===== src/rtl/rote_pkg.sv =====
// ----------------------------------------------------------------------------
// rote_pkg
// shared types and constants of the rate of turn estimator
// ----------------------------------------------------------------------------
package rote_pkg;

  localparam int HEAD_W = 17;
  localparam int TIME_W = 32;
  localparam int RATE_W = 24;
  localparam int LIM_W  = 17;
  localparam int FL_W   = 4;
  localparam int DIV_W  = 32;

  localparam int HALF_TURN      = 18000;
  localparam int FULL_TURN      = 36000;
  localparam int MS_PER_S       = 1000;
  localparam int OUTLIER_MARGIN = 1000;
  localparam int SIMPLE_MARGIN  = 1000;
  localparam int RATE_MAX       = 8388607;

  typedef enum logic [1:0] {
    REG_FILTER_LENGTH,
    REG_MAX_RATE,
    REG_DISCARD_OUTLIERS,
    REG_RECORD_MODE
  } reg_idx_t;

  typedef enum logic [4:0] {
    OP_NONE,
    OP_LOAD,
    OP_WRAP,
    OP_DIFF,
    OP_DIV_RAW,
    OP_RAW,
    OP_SIMPLE,
    OP_SHORT,
    OP_STAT_INIT,
    OP_STAT,
    OP_SQ,
    OP_VAR,
    OP_TEST,
    OP_PUSH,
    OP_DIV_MEAN,
    OP_MEAN,
    OP_FIN,
    OP_EMIT
  } op_t;

  typedef enum logic [4:0] {
    ST_IDLE,
    ST_WRAP,
    ST_DIFF,
    ST_DIVS,
    ST_DIVW,
    ST_RAW,
    ST_BRANCH,
    ST_STATI,
    ST_STAT,
    ST_SQ,
    ST_VAR,
    ST_TEST,
    ST_DEC,
    ST_PUSH,
    ST_STATI2,
    ST_STAT2,
    ST_MDIVS,
    ST_MDIVW,
    ST_MEAN,
    ST_FIN,
    ST_OUT
  } st_t;

  typedef struct packed {
    op_t op;
  } cmd_t;

  typedef struct packed {
    logic first;
    logic wrap_ok;
    logic simple_mode;
    logic short_hist;
    logic stat_done;
    logic div_done;
    logic keep;
    logic out_free;
  } stat_t;

endpackage


===== src/rtl/rote_ram.sv =====
// ----------------------------------------------------------------------------
// rote_ram
// generic single write, single read ram with registered read data
// ----------------------------------------------------------------------------
module rote_ram #(
  parameter int WIDTH = 24,
  parameter int DEPTH = 8
) (
  input  logic                     clk,
  input  logic                     we,
  input  logic [$clog2(DEPTH)-1:0] waddr,
  input  logic [WIDTH-1:0]         wdata,
  input  logic [$clog2(DEPTH)-1:0] raddr,
  output logic [WIDTH-1:0]         rdata
);

  logic [WIDTH-1:0] mem_r [DEPTH];
  logic [WIDTH-1:0] rdata_r;

  always_ff @(posedge clk) begin
    if (we) begin
      mem_r[waddr] <= wdata;
    end
    rdata_r <= mem_r[raddr];
  end

  assign rdata = rdata_r;

endmodule


===== src/rtl/rote_div.sv =====
// ----------------------------------------------------------------------------
// rote_div
// unsigned restoring divider, one quotient bit per cycle
// ----------------------------------------------------------------------------
module rote_div
  import rote_pkg::*;
(
  input  logic             clk,
  input  logic             rst_n,
  input  logic             start,
  input  logic [DIV_W-1:0] dividend,
  input  logic [DIV_W-1:0] divisor,
  output logic             done,
  output logic [DIV_W-1:0] quotient
);

  localparam int CNT_W = $clog2(DIV_W + 1);

  logic [DIV_W:0]   rem_r, rem_nxt;
  logic [DIV_W-1:0] quo_r, quo_nxt;
  logic [DIV_W-1:0] dsr_r, dsr_nxt;
  logic [CNT_W-1:0] cnt_r, cnt_nxt;
  logic             busy_r, busy_nxt;
  logic             done_r, done_nxt;
  logic [DIV_W:0]   shifted;

  always_comb begin
    rem_nxt  = rem_r;
    quo_nxt  = quo_r;
    dsr_nxt  = dsr_r;
    cnt_nxt  = cnt_r;
    busy_nxt = busy_r;
    done_nxt = done_r;
    shifted  = {rem_r[DIV_W-1:0], quo_r[DIV_W-1]};
    if (start) begin
      rem_nxt  = '0;
      quo_nxt  = dividend;
      dsr_nxt  = divisor;
      cnt_nxt  = CNT_W'(DIV_W);
      busy_nxt = 1'b1;
      done_nxt = 1'b0;
    end else if (busy_r) begin
      if (shifted >= {1'b0, dsr_r}) begin
        rem_nxt = shifted - {1'b0, dsr_r};
        quo_nxt = {quo_r[DIV_W-2:0], 1'b1};
      end else begin
        rem_nxt = shifted;
        quo_nxt = {quo_r[DIV_W-2:0], 1'b0};
      end
      cnt_nxt = cnt_r - 1'b1;
      if (cnt_r == CNT_W'(1)) begin
        busy_nxt = 1'b0;
        done_nxt = 1'b1;
      end
    end
  end

  always_ff @(posedge clk) begin
    if (!rst_n) begin
      busy_r <= 1'b0;
      done_r <= 1'b0;
      cnt_r  <= '0;
    end else begin
      busy_r <= busy_nxt;
      done_r <= done_nxt;
      cnt_r  <= cnt_nxt;
    end
    rem_r <= rem_nxt;
    quo_r <= quo_nxt;
    dsr_r <= dsr_nxt;
  end

  assign done     = done_r;
  assign quotient = quo_r;

endmodule


===== src/rtl/rote_dp.sv =====
// ----------------------------------------------------------------------------
// rote_dp
// datapath: heading wrap, raw rate, history ring, statistics and output word
// ----------------------------------------------------------------------------
module rote_dp
  import rote_pkg::*;
#(
  parameter int HISTORY_DEPTH = 8
) (
  input  logic                     clk,
  input  logic                     rst_n,
  input  cmd_t                     cmd,
  output stat_t                    status,
  input  logic signed [HEAD_W-1:0] in_heading,
  input  logic [TIME_W-1:0]        in_sample_time,
  input  logic [FL_W-1:0]          filter_length,
  input  logic [LIM_W-1:0]         max_rate,
  input  logic                     discard_outliers,
  input  logic                     record_mode,
  input  logic                     out_ready,
  output logic                     out_valid,
  output logic signed [RATE_W-1:0] out_rate_of_turn,
  output logic                     out_first_sample,
  output logic                     out_sample_accepted
);

  localparam int AW   = $clog2(HISTORY_DEPTH);
  localparam int CW   = $clog2(HISTORY_DEPTH + 1);
  localparam int LW   = (CW > FL_W) ? CW : FL_W;
  localparam int SUMW = RATE_W + CW;

  localparam logic signed [17:0] HALF_H = 18'(HALF_TURN);
  localparam logic signed [17:0] FULL_H = 18'(FULL_TURN);
  localparam logic [31:0]        MS32   = 32'(MS_PER_S);
  localparam logic [24:0]        OUT_M  = 25'(OUTLIER_MARGIN);
  localparam logic [24:0]        SIM_M  = 25'(SIMPLE_MARGIN);
  localparam logic [31:0]        RMAX32 = 32'(RATE_MAX);
  localparam logic [RATE_W-1:0]  RMAX   = RATE_W'(RATE_MAX);

  function automatic logic [RATE_W-1:0] clamp_lim(input logic signed [24:0] v,
                                                  input logic [LIM_W-1:0] lim);
    logic signed [24:0] l;
    logic signed [24:0] r;
    l = {8'b0, lim};
    r = v;
    if (v > l) begin
      r = l;
    end else if (v < -l) begin
      r = -l;
    end
    return r[RATE_W-1:0];
  endfunction

  // architectural state
  logic signed [15:0]       prev_h_r, prev_h_nxt;
  logic [TIME_W-1:0]        prev_t_r, prev_t_nxt;
  logic                     awaiting_r, awaiting_nxt;
  logic signed [RATE_W-1:0] cur_r, cur_nxt;
  logic [CW-1:0]            cnt_r, cnt_nxt;
  logic [AW-1:0]            head_r, head_nxt;

  // working registers
  logic signed [17:0]       h_r, h_nxt;
  logic [TIME_W-1:0]        t_r, t_nxt;
  logic signed [15:0]       diff_r, diff_nxt;
  logic [TIME_W-1:0]        dt_r, dt_nxt;
  logic signed [RATE_W-1:0] raw_r, raw_nxt;
  logic                     neg_r, neg_nxt;
  logic                     first_r, first_nxt;
  logic                     acc_r, acc_nxt;
  logic signed [SUMW-1:0]   sum_r, sum_nxt;
  logic [63:0]              sq_r, sq_nxt;
  logic [CW-1:0]            k_r, k_nxt;
  logic                     rd_v_r, rd_v_nxt;
  logic                     rd_k0_r, rd_k0_nxt;
  logic                     prod_v_r, prod_v_nxt;
  logic signed [RATE_W-1:0] newest_r, newest_nxt;
  logic [63:0]              nsq_r, nsq_nxt;
  logic [63:0]              var4_r, var4_nxt;
  logic [31:0]              en_r, en_nxt;
  logic                     dle_r, dle_nxt;
  logic                     pass_r, pass_nxt;
  logic [63:0]              mul_r;
  logic [31:0]              mul_a, mul_b;

  // output word
  logic                     ov_r, ov_nxt;
  logic signed [RATE_W-1:0] orate_r, orate_nxt;
  logic                     ofirst_r, ofirst_nxt;
  logic                     oacc_r, oacc_nxt;

  // ram and divider
  logic                     ram_we;
  logic [AW-1:0]            ram_waddr, ram_raddr;
  logic [RATE_W-1:0]        ram_rdata;
  logic                     div_start;
  logic [DIV_W-1:0]         div_dividend, div_divisor, div_q;
  logic                     div_done;

  // helpers
  logic signed [17:0]       dh;
  logic [14:0]              adiff;
  logic [TIME_W-1:0]        dt_raw;
  logic [SUMW-1:0]          abs_sum;
  logic signed [RATE_W-1:0] rd_v;
  logic [RATE_W-1:0]        abs_v;
  logic signed [24:0]       raw25, cur25, sdd, rdn;
  logic [24:0]              abs_sdd, abs_raw, abs_rdn, e_val;
  logic [AW:0]              addr_sum;
  logic [LW-1:0]            fl_ext, dl_ext;
  logic [CW-1:0]            len, cnt_inc;
  logic [AW-1:0]            head_dec;
  logic [RATE_W-1:0]        mean_q;

  assign dh       = h_r - {{2{prev_h_r[15]}}, prev_h_r};
  assign adiff    = diff_r[15] ? 15'(-diff_r) : diff_r[14:0];
  assign dt_raw   = t_r - prev_t_r;
  assign abs_sum  = sum_r[SUMW-1] ? SUMW'(-sum_r) : SUMW'(sum_r);
  assign rd_v     = ram_rdata;
  assign abs_v    = rd_v[RATE_W-1] ? RATE_W'(-rd_v) : RATE_W'(rd_v);
  assign raw25    = {raw_r[RATE_W-1], raw_r};
  assign cur25    = {cur_r[RATE_W-1], cur_r};
  assign sdd      = raw25 - cur25;
  assign abs_sdd  = sdd[24] ? 25'(-sdd) : 25'(sdd);
  assign abs_raw  = raw25[24] ? 25'(-raw25) : 25'(raw25);
  assign rdn      = raw25 - {newest_r[RATE_W-1], newest_r};
  assign abs_rdn  = rdn[24] ? 25'(-rdn) : 25'(rdn);
  assign e_val    = abs_rdn - OUT_M;
  assign addr_sum = {1'b0, head_r} + (AW+1)'(k_r);
  assign ram_raddr = (addr_sum >= (AW+1)'(HISTORY_DEPTH))
                     ? AW'(addr_sum - (AW+1)'(HISTORY_DEPTH)) : addr_sum[AW-1:0];
  assign fl_ext   = LW'(filter_length);
  assign dl_ext   = LW'(HISTORY_DEPTH);
  assign len      = (fl_ext > dl_ext) ? CW'(dl_ext) : CW'(fl_ext);
  assign head_dec = (head_r == '0) ? AW'(HISTORY_DEPTH - 1) : head_r - 1'b1;
  assign cnt_inc  = (cnt_r == CW'(HISTORY_DEPTH)) ? cnt_r : cnt_r + 1'b1;
  assign mean_q   = neg_r ? RATE_W'(-div_q[RATE_W-1:0]) : div_q[RATE_W-1:0];

  always_comb begin
    prev_h_nxt   = prev_h_r;
    prev_t_nxt   = prev_t_r;
    awaiting_nxt = awaiting_r;
    cur_nxt      = cur_r;
    cnt_nxt      = cnt_r;
    head_nxt     = head_r;
    h_nxt        = h_r;
    t_nxt        = t_r;
    diff_nxt     = diff_r;
    dt_nxt       = dt_r;
    raw_nxt      = raw_r;
    neg_nxt      = neg_r;
    first_nxt    = first_r;
    acc_nxt      = acc_r;
    sum_nxt      = sum_r;
    sq_nxt       = sq_r;
    k_nxt        = k_r;
    rd_v_nxt     = 1'b0;
    rd_k0_nxt    = 1'b0;
    prod_v_nxt   = 1'b0;
    newest_nxt   = newest_r;
    nsq_nxt      = nsq_r;
    var4_nxt     = var4_r;
    en_nxt       = en_r;
    dle_nxt      = dle_r;
    pass_nxt     = pass_r;
    mul_a        = '0;
    mul_b        = '0;
    ram_we       = 1'b0;
    ram_waddr    = head_dec;
    div_start    = 1'b0;
    div_dividend = '0;
    div_divisor  = '0;
    ov_nxt       = out_ready ? 1'b0 : ov_r;
    orate_nxt    = orate_r;
    ofirst_nxt   = ofirst_r;
    oacc_nxt     = oacc_r;

    case (cmd.op)
      OP_LOAD: begin
        h_nxt     = {in_heading[HEAD_W-1], in_heading};
        t_nxt     = in_sample_time;
        first_nxt = awaiting_r;
        acc_nxt   = 1'b0;
      end
      OP_WRAP: begin
        if (h_r >= HALF_H) begin
          h_nxt = h_r - FULL_H;
        end else if (h_r < -HALF_H) begin
          h_nxt = h_r + FULL_H;
        end
      end
      OP_DIFF: begin
        if (dh >= HALF_H) begin
          diff_nxt = 16'(dh - FULL_H);
        end else if (dh < -HALF_H) begin
          diff_nxt = 16'(dh + FULL_H);
        end else begin
          diff_nxt = dh[15:0];
        end
        dt_nxt = (dt_raw == '0) ? TIME_W'(1) : dt_raw;
      end
      OP_DIV_RAW: begin
        div_start    = 1'b1;
        div_dividend = 32'(adiff) * MS32;
        div_divisor  = dt_r;
        neg_nxt      = diff_r[15];
      end
      OP_RAW: begin
        if (!neg_r) begin
          raw_nxt = (div_q > RMAX32) ? RMAX : div_q[RATE_W-1:0];
        end else begin
          raw_nxt = (div_q > RMAX32 + 32'd1) ? ~RMAX : RATE_W'(-div_q[RATE_W-1:0]);
        end
      end
      OP_SIMPLE: begin
        if (abs_sdd < SIM_M || !discard_outliers) begin
          cur_nxt = clamp_lim(raw25, max_rate);
        end else begin
          cur_nxt = clamp_lim(cur25, max_rate);
        end
      end
      OP_SHORT: begin
        if (abs_raw < {8'b0, max_rate} || record_mode) begin
          ram_we   = 1'b1;
          head_nxt = head_dec;
          cnt_nxt  = (cnt_inc > len) ? len : cnt_inc;
          cur_nxt  = raw_r;
          acc_nxt  = 1'b1;
        end else begin
          cur_nxt = clamp_lim(raw25, max_rate);
        end
      end
      OP_STAT_INIT: begin
        k_nxt   = '0;
        sum_nxt = '0;
        sq_nxt  = '0;
      end
      OP_STAT: begin
        if (k_r < cnt_r) begin
          rd_v_nxt  = 1'b1;
          rd_k0_nxt = (k_r == '0);
          k_nxt     = k_r + 1'b1;
        end
        if (rd_v_r) begin
          sum_nxt    = sum_r + {{(SUMW-RATE_W){rd_v[RATE_W-1]}}, rd_v};
          mul_a      = 32'(abs_v);
          mul_b      = 32'(abs_v);
          prod_v_nxt = 1'b1;
          if (rd_k0_r) begin
            newest_nxt = rd_v;
          end
        end
        if (prod_v_r) begin
          sq_nxt = sq_r + mul_r;
        end
      end
      OP_SQ: begin
        mul_a   = 32'(abs_sum);
        mul_b   = 32'(abs_sum);
        nsq_nxt = 64'(cnt_r) * sq_r;
        dle_nxt = (abs_rdn <= OUT_M);
        en_nxt  = 32'(e_val) * 32'(cnt_r);
      end
      OP_VAR: begin
        var4_nxt = (nsq_r - mul_r) << 2;
        mul_a    = en_r;
        mul_b    = en_r;
      end
      OP_TEST: begin
        pass_nxt = dle_r || (mul_r <= var4_r);
      end
      OP_PUSH: begin
        ram_we   = 1'b1;
        head_nxt = head_dec;
        cnt_nxt  = (cnt_inc > len) ? len : cnt_inc;
        acc_nxt  = 1'b1;
      end
      OP_DIV_MEAN: begin
        div_start    = 1'b1;
        div_dividend = 32'(abs_sum);
        div_divisor  = 32'(cnt_r);
        neg_nxt      = sum_r[SUMW-1];
      end
      OP_MEAN: begin
        cur_nxt = mean_q;
      end
      OP_FIN: begin
        prev_h_nxt   = h_r[15:0];
        prev_t_nxt   = t_r;
        awaiting_nxt = 1'b0;
      end
      OP_EMIT: begin
        ov_nxt     = 1'b1;
        orate_nxt  = cur_r;
        ofirst_nxt = first_r;
        oacc_nxt   = acc_r;
      end
      default: begin
      end
    endcase
  end

  always_ff @(posedge clk) begin
    if (!rst_n) begin
      prev_h_r   <= '0;
      prev_t_r   <= '0;
      awaiting_r <= 1'b1;
      cur_r      <= '0;
      cnt_r      <= '0;
      head_r     <= '0;
      rd_v_r     <= 1'b0;
      rd_k0_r    <= 1'b0;
      prod_v_r   <= 1'b0;
      ov_r       <= 1'b0;
    end else begin
      prev_h_r   <= prev_h_nxt;
      prev_t_r   <= prev_t_nxt;
      awaiting_r <= awaiting_nxt;
      cur_r      <= cur_nxt;
      cnt_r      <= cnt_nxt;
      head_r     <= head_nxt;
      rd_v_r     <= rd_v_nxt;
      rd_k0_r    <= rd_k0_nxt;
      prod_v_r   <= prod_v_nxt;
      ov_r       <= ov_nxt;
    end
    h_r      <= h_nxt;
    t_r      <= t_nxt;
    diff_r   <= diff_nxt;
    dt_r     <= dt_nxt;
    raw_r    <= raw_nxt;
    neg_r    <= neg_nxt;
    first_r  <= first_nxt;
    acc_r    <= acc_nxt;
    sum_r    <= sum_nxt;
    sq_r     <= sq_nxt;
    k_r      <= k_nxt;
    newest_r <= newest_nxt;
    nsq_r    <= nsq_nxt;
    var4_r   <= var4_nxt;
    en_r     <= en_nxt;
    dle_r    <= dle_nxt;
    pass_r   <= pass_nxt;
    mul_r    <= mul_a * mul_b;
    orate_r  <= orate_nxt;
    ofirst_r <= ofirst_nxt;
    oacc_r   <= oacc_nxt;
  end

  rote_ram #(
    .WIDTH(RATE_W),
    .DEPTH(HISTORY_DEPTH)
  ) u_hist (
    .clk  (clk),
    .we   (ram_we),
    .waddr(ram_waddr),
    .wdata(raw_r),
    .raddr(ram_raddr),
    .rdata(ram_rdata)
  );

  rote_div u_div (
    .clk     (clk),
    .rst_n   (rst_n),
    .start   (div_start),
    .dividend(div_dividend),
    .divisor (div_divisor),
    .done    (div_done),
    .quotient(div_q)
  );

  always_comb begin
    status.first       = first_r;
    status.wrap_ok     = (h_r >= -HALF_H) && (h_r < HALF_H);
    status.simple_mode = (filter_length <= FL_W'(1));
    status.short_hist  = (cnt_r < CW'(2));
    status.stat_done   = (k_r == cnt_r) && !rd_v_r && !prod_v_r;
    status.div_done    = div_done;
    status.keep        = pass_r || !discard_outliers;
    status.out_free    = !ov_r || out_ready;
  end

  assign out_valid           = ov_r;
  assign out_rate_of_turn    = orate_r;
  assign out_first_sample    = ofirst_r;
  assign out_sample_accepted = oacc_r;

`ifndef SYNTHESIS
  a_cnt_bound: assert property (@(posedge clk) disable iff (!rst_n)
    cnt_r <= CW'(HISTORY_DEPTH))
    else $error("history count above depth");
  a_head_bound: assert property (@(posedge clk) disable iff (!rst_n)
    head_r <= AW'(HISTORY_DEPTH - 1))
    else $error("history head out of range");
  a_first_no_acc: assert property (@(posedge clk) disable iff (!rst_n)
    ov_r |-> !(ofirst_r && oacc_r))
    else $error("first word flagged as stored");
  a_push_grows: assert property (@(posedge clk) disable iff (!rst_n)
    (cmd.op == OP_PUSH) |=> (cnt_r >= CW'(2)))
    else $error("push left fewer than two entries");
`endif

endmodule


===== src/rtl/rote_ctrl.sv =====
// ----------------------------------------------------------------------------
// rote_ctrl
// sequencer that steps the datapath through one heading sample
// ----------------------------------------------------------------------------
module rote_ctrl
  import rote_pkg::*;
(
  input  logic  clk,
  input  logic  rst_n,
  input  logic  in_valid,
  output logic  in_ready,
  input  stat_t status,
  output cmd_t  cmd
);

  st_t state_r, state_nxt;

  always_comb begin
    state_nxt = state_r;
    case (state_r)
      ST_IDLE:   if (in_valid) state_nxt = ST_WRAP;
      ST_WRAP:   if (status.wrap_ok) state_nxt = status.first ? ST_FIN : ST_DIFF;
      ST_DIFF:   state_nxt = ST_DIVS;
      ST_DIVS:   state_nxt = ST_DIVW;
      ST_DIVW:   if (status.div_done) state_nxt = ST_RAW;
      ST_RAW:    state_nxt = ST_BRANCH;
      ST_BRANCH: begin
        if (status.simple_mode || status.short_hist) begin
          state_nxt = ST_FIN;
        end else begin
          state_nxt = ST_STATI;
        end
      end
      ST_STATI:  state_nxt = ST_STAT;
      ST_STAT:   if (status.stat_done) state_nxt = ST_SQ;
      ST_SQ:     state_nxt = ST_VAR;
      ST_VAR:    state_nxt = ST_TEST;
      ST_TEST:   state_nxt = ST_DEC;
      ST_DEC:    state_nxt = status.keep ? ST_PUSH : ST_MDIVS;
      ST_PUSH:   state_nxt = ST_STATI2;
      ST_STATI2: state_nxt = ST_STAT2;
      ST_STAT2:  if (status.stat_done) state_nxt = ST_MDIVS;
      ST_MDIVS:  state_nxt = ST_MDIVW;
      ST_MDIVW:  if (status.div_done) state_nxt = ST_MEAN;
      ST_MEAN:   state_nxt = ST_FIN;
      ST_FIN:    state_nxt = ST_OUT;
      ST_OUT:    if (status.out_free) state_nxt = ST_IDLE;
      default:   state_nxt = ST_IDLE;
    endcase
  end

  always_comb begin
    cmd.op   = OP_NONE;
    in_ready = 1'b0;
    case (state_r)
      ST_IDLE: begin
        in_ready = 1'b1;
        if (in_valid) cmd.op = OP_LOAD;
      end
      ST_WRAP:   cmd.op = OP_WRAP;
      ST_DIFF:   cmd.op = OP_DIFF;
      ST_DIVS:   cmd.op = OP_DIV_RAW;
      ST_RAW:    cmd.op = OP_RAW;
      ST_BRANCH: begin
        if (status.simple_mode) begin
          cmd.op = OP_SIMPLE;
        end else if (status.short_hist) begin
          cmd.op = OP_SHORT;
        end
      end
      ST_STATI, ST_STATI2: cmd.op = OP_STAT_INIT;
      ST_STAT, ST_STAT2:   cmd.op = OP_STAT;
      ST_SQ:     cmd.op = OP_SQ;
      ST_VAR:    cmd.op = OP_VAR;
      ST_TEST:   cmd.op = OP_TEST;
      ST_PUSH:   cmd.op = OP_PUSH;
      ST_MDIVS:  cmd.op = OP_DIV_MEAN;
      ST_MEAN:   cmd.op = OP_MEAN;
      ST_FIN:    cmd.op = OP_FIN;
      ST_OUT:    if (status.out_free) cmd.op = OP_EMIT;
      default:   cmd.op = OP_NONE;
    endcase
  end

  always_ff @(posedge clk) begin
    if (!rst_n) begin
      state_r <= ST_IDLE;
    end else begin
      state_r <= state_nxt;
    end
  end

endmodule


===== src/rtl/rate_of_turn_estimator.sv =====
// ----------------------------------------------------------------------------
// rate_of_turn_estimator
// turn rate from timestamped headings, averaged over a history ring
// ----------------------------------------------------------------------------
// sequence: a first sample is only wrapped and kept as the previous heading,
//   simple mode and short history stop after the raw rate, two or more history
//   entries add the statistics; a heading outside +-180 degrees is wrapped a
//   step at a time; the 32-bit divider serves the raw rate and, on the statistics path, the mean
// throughput: one word at a time, the next is taken once the result sits in
//   the output register
// reset: synchronous, active low; state and configuration registers return to their defaults, the
//   history ring needs no clearing since only counted entries are read
module rate_of_turn_estimator
  import rote_pkg::*;
#(
  parameter int HISTORY_DEPTH = 8
) (
  input  logic                     clk,
  input  logic                     rst_n,
  // input word channel
  input  logic                     in_valid,
  output logic                     in_ready,
  input  logic signed [HEAD_W-1:0] in_heading,
  input  logic [TIME_W-1:0]        in_sample_time,
  // result word channel
  output logic                     out_valid,
  input  logic                     out_ready,
  output logic signed [RATE_W-1:0] out_rate_of_turn,
  output logic                     out_first_sample,
  output logic                     out_sample_accepted,
  // configuration port
  input  logic                     psel,
  input  logic                     penable,
  input  logic                     pwrite,
  input  logic [3:0]               paddr,
  input  logic [31:0]              pwdata,
  output logic [31:0]              prdata,
  output logic                     pready
);

  // configuration registers
  logic [FL_W-1:0]  filter_length_r, filter_length_nxt;
  logic [LIM_W-1:0] max_rate_r, max_rate_nxt;
  logic             discard_r, discard_nxt;
  logic             record_r, record_nxt;
  logic             wr_en;
  reg_idx_t         reg_idx;

  cmd_t  cmd;
  stat_t status;

  assign pready  = 1'b1;
  assign wr_en   = psel && penable && pwrite;
  assign reg_idx = reg_idx_t'(paddr[3:2]);

  // register write decode, word address in the upper address bits
  always_comb begin
    filter_length_nxt = filter_length_r;
    max_rate_nxt      = max_rate_r;
    discard_nxt       = discard_r;
    record_nxt        = record_r;
    if (wr_en) begin
      case (reg_idx)
        REG_FILTER_LENGTH:    filter_length_nxt = pwdata[FL_W-1:0];
        REG_MAX_RATE:         max_rate_nxt      = pwdata[LIM_W-1:0];
        REG_DISCARD_OUTLIERS: discard_nxt       = pwdata[0];
        REG_RECORD_MODE:      record_nxt        = pwdata[0];
        default: begin
        end
      endcase
    end
  end

  // read back
  always_comb begin
    case (reg_idx)
      REG_FILTER_LENGTH:    prdata = 32'(filter_length_r);
      REG_MAX_RATE:         prdata = 32'(max_rate_r);
      REG_DISCARD_OUTLIERS: prdata = 32'(discard_r);
      REG_RECORD_MODE:      prdata = 32'(record_r);
      default:              prdata = '0;
    endcase
  end

  always_ff @(posedge clk) begin
    if (!rst_n) begin
      filter_length_r <= FL_W'(4);
      max_rate_r      <= LIM_W'(6000);
      discard_r       <= 1'b0;
      record_r        <= 1'b0;
    end else begin
      filter_length_r <= filter_length_nxt;
      max_rate_r      <= max_rate_nxt;
      discard_r       <= discard_nxt;
      record_r        <= record_nxt;
    end
  end

  // sequencer
  rote_ctrl u_ctrl (
    .clk     (clk),
    .rst_n   (rst_n),
    .in_valid(in_valid),
    .in_ready(in_ready),
    .status  (status),
    .cmd     (cmd)
  );

  // arithmetic, history ring and output register
  rote_dp #(
    .HISTORY_DEPTH(HISTORY_DEPTH)
  ) u_dp (
    .clk                (clk),
    .rst_n              (rst_n),
    .cmd                (cmd),
    .status             (status),
    .in_heading         (in_heading),
    .in_sample_time     (in_sample_time),
    .filter_length      (filter_length_r),
    .max_rate           (max_rate_r),
    .discard_outliers   (discard_r),
    .record_mode        (record_r),
    .out_ready          (out_ready),
    .out_valid          (out_valid),
    .out_rate_of_turn   (out_rate_of_turn),
    .out_first_sample   (out_first_sample),
    .out_sample_accepted(out_sample_accepted)
  );

endmodule

===== config.mk =====
export PLATFORM = sky130hd
export DESIGN_NAME = rate_of_turn_estimator
export DESIGN_NICKNAME = d
export VERILOG_FILES = /design/src/rtl/rote_pkg.sv /design/src/rtl/rote_ram.sv /design/src/rtl/rote_div.sv /design/src/rtl/rote_dp.sv /design/src/rtl/rote_ctrl.sv /design/src/rtl/rate_of_turn_estimator.sv
export SDC_FILE = /design/constraint.sdc
export NUM_CORES = 2
export LEC_CHECK = 0
export ABC_AREA = 1
export BUFFER_PORTS_ARGS = -buffer_cell sky130_fd_sc_hd__buf_2
export CORE_AREA = 5 5 361 505
export CTS_BUF_LIST = sky130_fd_sc_hd__clkbuf_4 sky130_fd_sc_hd__clkbuf_8
export CTS_CLUSTER_DIAMETER = 200
export CTS_CLUSTER_SIZE = 8
export DETAILED_ROUTE_END_ITERATION = 10
export DIE_AREA = 0 0 366 510
export PLACE_DENSITY = 0.72
export SLEW_MARGIN = 20
export SYNTH_ARGS = -nofsm -noshare
export SYNTH_HDL_FRONTEND = slang
export SYNTH_SLANG_ARGS = --single-unit

===== constraint.sdc =====
create_clock -name clk -period 15.35 [get_ports clk]
set_input_delay 1.535 -clock clk [delete_from_list [all_inputs] [get_ports clk]]
set_output_delay 1.535 -clock clk [all_outputs]
set_load 0.1 [all_outputs]

==> metrics.md <==
| Metric | Value |
|---|---|
| Async SR Flop Fraction | `0%` |
| Critical path class | `reg2reg` |
| CP max-delay cell | `inv_2` |
| Worst Setup End Kind | `register` |
| Synthesis-to-layout area growth | `6.354%` |
| IO Count | `153` |
| Met3 global-route usage | `4.517%` |
| Met2 Resource Use GR | `58.03%` |
| 1st-iter DRT viols | `5,686` |
| Final instance count without filler cells | `14,530` |
| Skew-Pair Late Insertion Delay | `950 ps` |
| Clock Pin Slew Worst Setup and Hold Paths | `80 ps` |
| Hold Crit Class | `reg2reg` |
| Sink Count | `916` |
| Total power | `14.33 mW` |
| Final period util | `73.08%` |
| Fillers | `16,060` |
| Final Hold Fails | `0` |
| Number of antenna violations at the first check in global routing | `6` |
| Max-Cap Viols | `0` |
| Internal power | `7.312 mW` |
| EDFF count, synth | `680` |
| DP HPWL | `247,500 um` |
| Worst Hold Margin | `434.1 ps` |
| Sequential share of power | `23.1%` |
| Seq/Total Area, Yosys | `25.96%` |
| Final Worst Setup Slack | `4132 ps` |
| Synth warn | `0` |
| Layout Utilization | `58.21%` |
| Mapped Area | `96,870 um2` |
| Post-route cell area | `103,000 um2` |
| Number of vias per cell | `5.680` |
| DIE AREA | `186,700 um2` |
| Deepest clock path buffer count | `3` |
| Number of remaining DRC errors | `0` |
| Most frequent CP cell | `inv_1` |
| Starting Density | `54.73%` |
| Die width | `366 um` |
| Net Switching | `7.020 mW` |
| Met1 usage | `33.48%` |
| Level count of the clock H-tree | `4` |
| Total GRT Usage | `32.59%` |
| # resized after CTS | `0` |
| Setup Fix Bufs, Post-CTS | `0` |
| Outcome | `complete, no violations` |
| First-pass DRT Iterations | `8` |
| Worst EP required | `16,100 ps` |
| Dpl ws | `3851 ps` |
| Setup-failing EPs final | `0` |
| Clock Tree Root | `clkbuf_8` |
| Synth Area per Inst | `8.071 um2` |
| Busiest grt layer | `met2` |
| IO Port Bufs | `119` |
| TritonCTS clock tree | `yes` |
| Routability Congestion | `1.032` |
| Pin count of the biggest net entering global routing | `89` |
| Core Area | `177,000 um2` |
| Site Rows | `183` |
| LEAKAGE | `52.11 nW` |
| Max Clk Rate | `0.08915 GHz` |
| Placed Area | `100,200 um2` |
| Clock power frac | `14.9%` |
| Hold-fix buffers, CTS | `0` |
| Max Clock Skew | `103.5 ps` |
| Grt ovf | `0` |
| CP peak stage delay | `640 ps` |
| Fin crit period | `11,220 ps` |
| RSZ-0062 raised after global routing | `no` |
| Antenna viol nets, final | `0` |
| Post-detailed-routing wire length | `307,400 um` |
| Library cells used by synthesis | `83` |
| CP Launch Type | `register` |
| Comb pwr share | `61.9%` |
| Inserted Clock Buffers | `132` |
| CP max FO | `44` |
| Critical Path AT | `11,960 ps` |
| Vias in the first global route | `85,100` |
| Post-Synthesis Cells | `12,000` |
| Share of layout cells above drive strength 1 | `5.347%` |
| Prevailing post-synth register cell | `edfxtp_1` |
| WL per Instance | `21.16 um` |
| Vias | `82,520` |
| Yosys reg bits | `916` |
| Setup TNS | `0 ps` |
| Pins Over Slew Limit | `0` |
| Placed insts | `14,280` |
| Slew headroom | `22.06%` |
| Sw Ratio | `48.98%` |
| Die Ht | `510 um` |
| Worst VDD drop | `0.0007635 V` |
| Worst slew pin tran | `1157 ps` |
| PwrDens | `139.1 nW/um2` |
| Nets | `13,960` |
| First-pass GRT wire length | `470,500 um` |
## layout by cell type, fill, tap and decap left out, drive strengths merged, types with 53 or more instances in the layout
| cell | synthesis | layout |
|---|---|---|
| nand4 | 97 | 97 |
| edfxtp | 680 | 680 |
| o221ai | 53 | 53 |
| inv | 2607 | 2617 |
| dfxtp | 236 | 236 |
| ha | 891 | 891 |
| o21a | 64 | 64 |
| o21ai | 653 | 653 |
| fa | 867 | 867 |
| nand2 | 2139 | 2139 |
| clkbuf | 211 | 225 |
| nor2 | 1017 | 1017 |
| a31oi | 133 | 133 |
| nand3 | 345 | 345 |
| a21oi | 905 | 905 |
| xor2 | 285 | 285 |
| nor3 | 118 | 118 |
| buf | 61 | 227 |
| xnor2 | 161 | 161 |
| o211ai | 71 | 71 |
## layout make-up
| type | count | area, um2 | share of cell area [%] |
|---|---|---|---|
| antenna | 5 | 12.51 | 0.01214 |
| multi-input combinational | 8202 | 60920 | 59.13 |
| inverter | 2627 | 9867 | 9.577 |
| tap | 2312 | 2893 | 2.808 |
| clock inverter | 15 | 252.7 | 0.2453 |
| sequential | 916 | 25150 | 24.41 |
| clock buffer | 225 | 2527 | 2.453 |
| timing repair buffer | 227 | 1409 | 1.367 |
## power groups by stage
| stage | combinational, mW | clock, mW | sequential, mW |
|---|---|---|---|
| after detailed placement | 8.68 | 0 | 3.36 |
| after global routing | 10.1 | 2.28 | 3.34 |
| final | 8.87 | 2.14 | 3.32 |
| after CTS | 8.77 | 2.18 | 3.31 |
| after global placement | 8.53 | 0 | 3.35 |
| after floorplan | 6.66 | 0 | 3.28 |
## worst max-delay path: cells and delay by family, from the launching register on
kind,cells,cell delay [ps]
simple gates,8,1440
xor+xnor,1,150
buf+inv,16,2650
flops,1,380
compound gates,10,2280
fa+ha+maj,9,4000
## worst paths after layout
| check | slack (ps) | cells past startpoint | endpoint | from |
|---|---|---|---|---|
| hold / removal | 430 | 0 | u_dp.first_r | u_dp.awaiting_r |
| hold reg to reg | 430 | 0 | u_dp.first_r | u_dp.awaiting_r |
| setup reg to reg | 4130 | 44 | u_dp.mul_r[51] | u_ctrl.state_r[3] |
| setup / recovery | 4130 | 44 | u_dp.mul_r[51] | u_ctrl.state_r[3] |
## cells in the mapped netlist, types with 209 or more instances
library cell | instances | area share [%]
edfxtp_1 | 680 | 21
nand2_1 | 2110 | 8.2
xor2_1 | 279 | 2.5
dfxtp_1 | 236 | 4.9
ha_1 | 891 | 12
inv_1 | 2589 | 10
nor2_1 | 990 | 3.8
clkbuf_1 | 209 | 0.81
a21oi_1 | 898 | 4.6
nand3_1 | 337 | 1.7
o21ai_0 | 631 | 3.3
fa_1 | 867 | 18
## logic make-up after synthesis
group                      share of synthesized area [%]
buffers and inverters                              11.39
DFF                                                25.96
and+or+nand+nor                                    16.30
adders and majority gates                          29.42
AOI/OAI and AO/OA                                  12.54
other                                           0.007752
muxes                                             0.2893
xor gates and xnor gates                           4.102
## state kept, by name, summed over array words and instances (netlist names), 32 cells and up
| register | count |
|---|---|
| u_dp.dt_r | 32 |
| u_dp.mul_r | 60 |
| u_dp.nsq_r | 62 |
| u_dp.prev_t_r | 32 |
| u_dp.sq_r | 62 |
| u_dp.t_r | 32 |
| u_dp.u_div.dsr_r | 32 |
| u_dp.u_div.quotient | 32 |
| u_dp.u_div.rem_r | 32 |
| u_dp.u_hist.mem_r | 192 |
| u_dp.var4_r | 62 |
## routing by layer
metal,vias up,part of all wire [%]
li1,38730,-
met1,39300,34
met2,3252,49
met3,1230,5.8
met4,2,11
met5,-,0.0042
No activity file was read; power rests on OpenSTA's default activity.
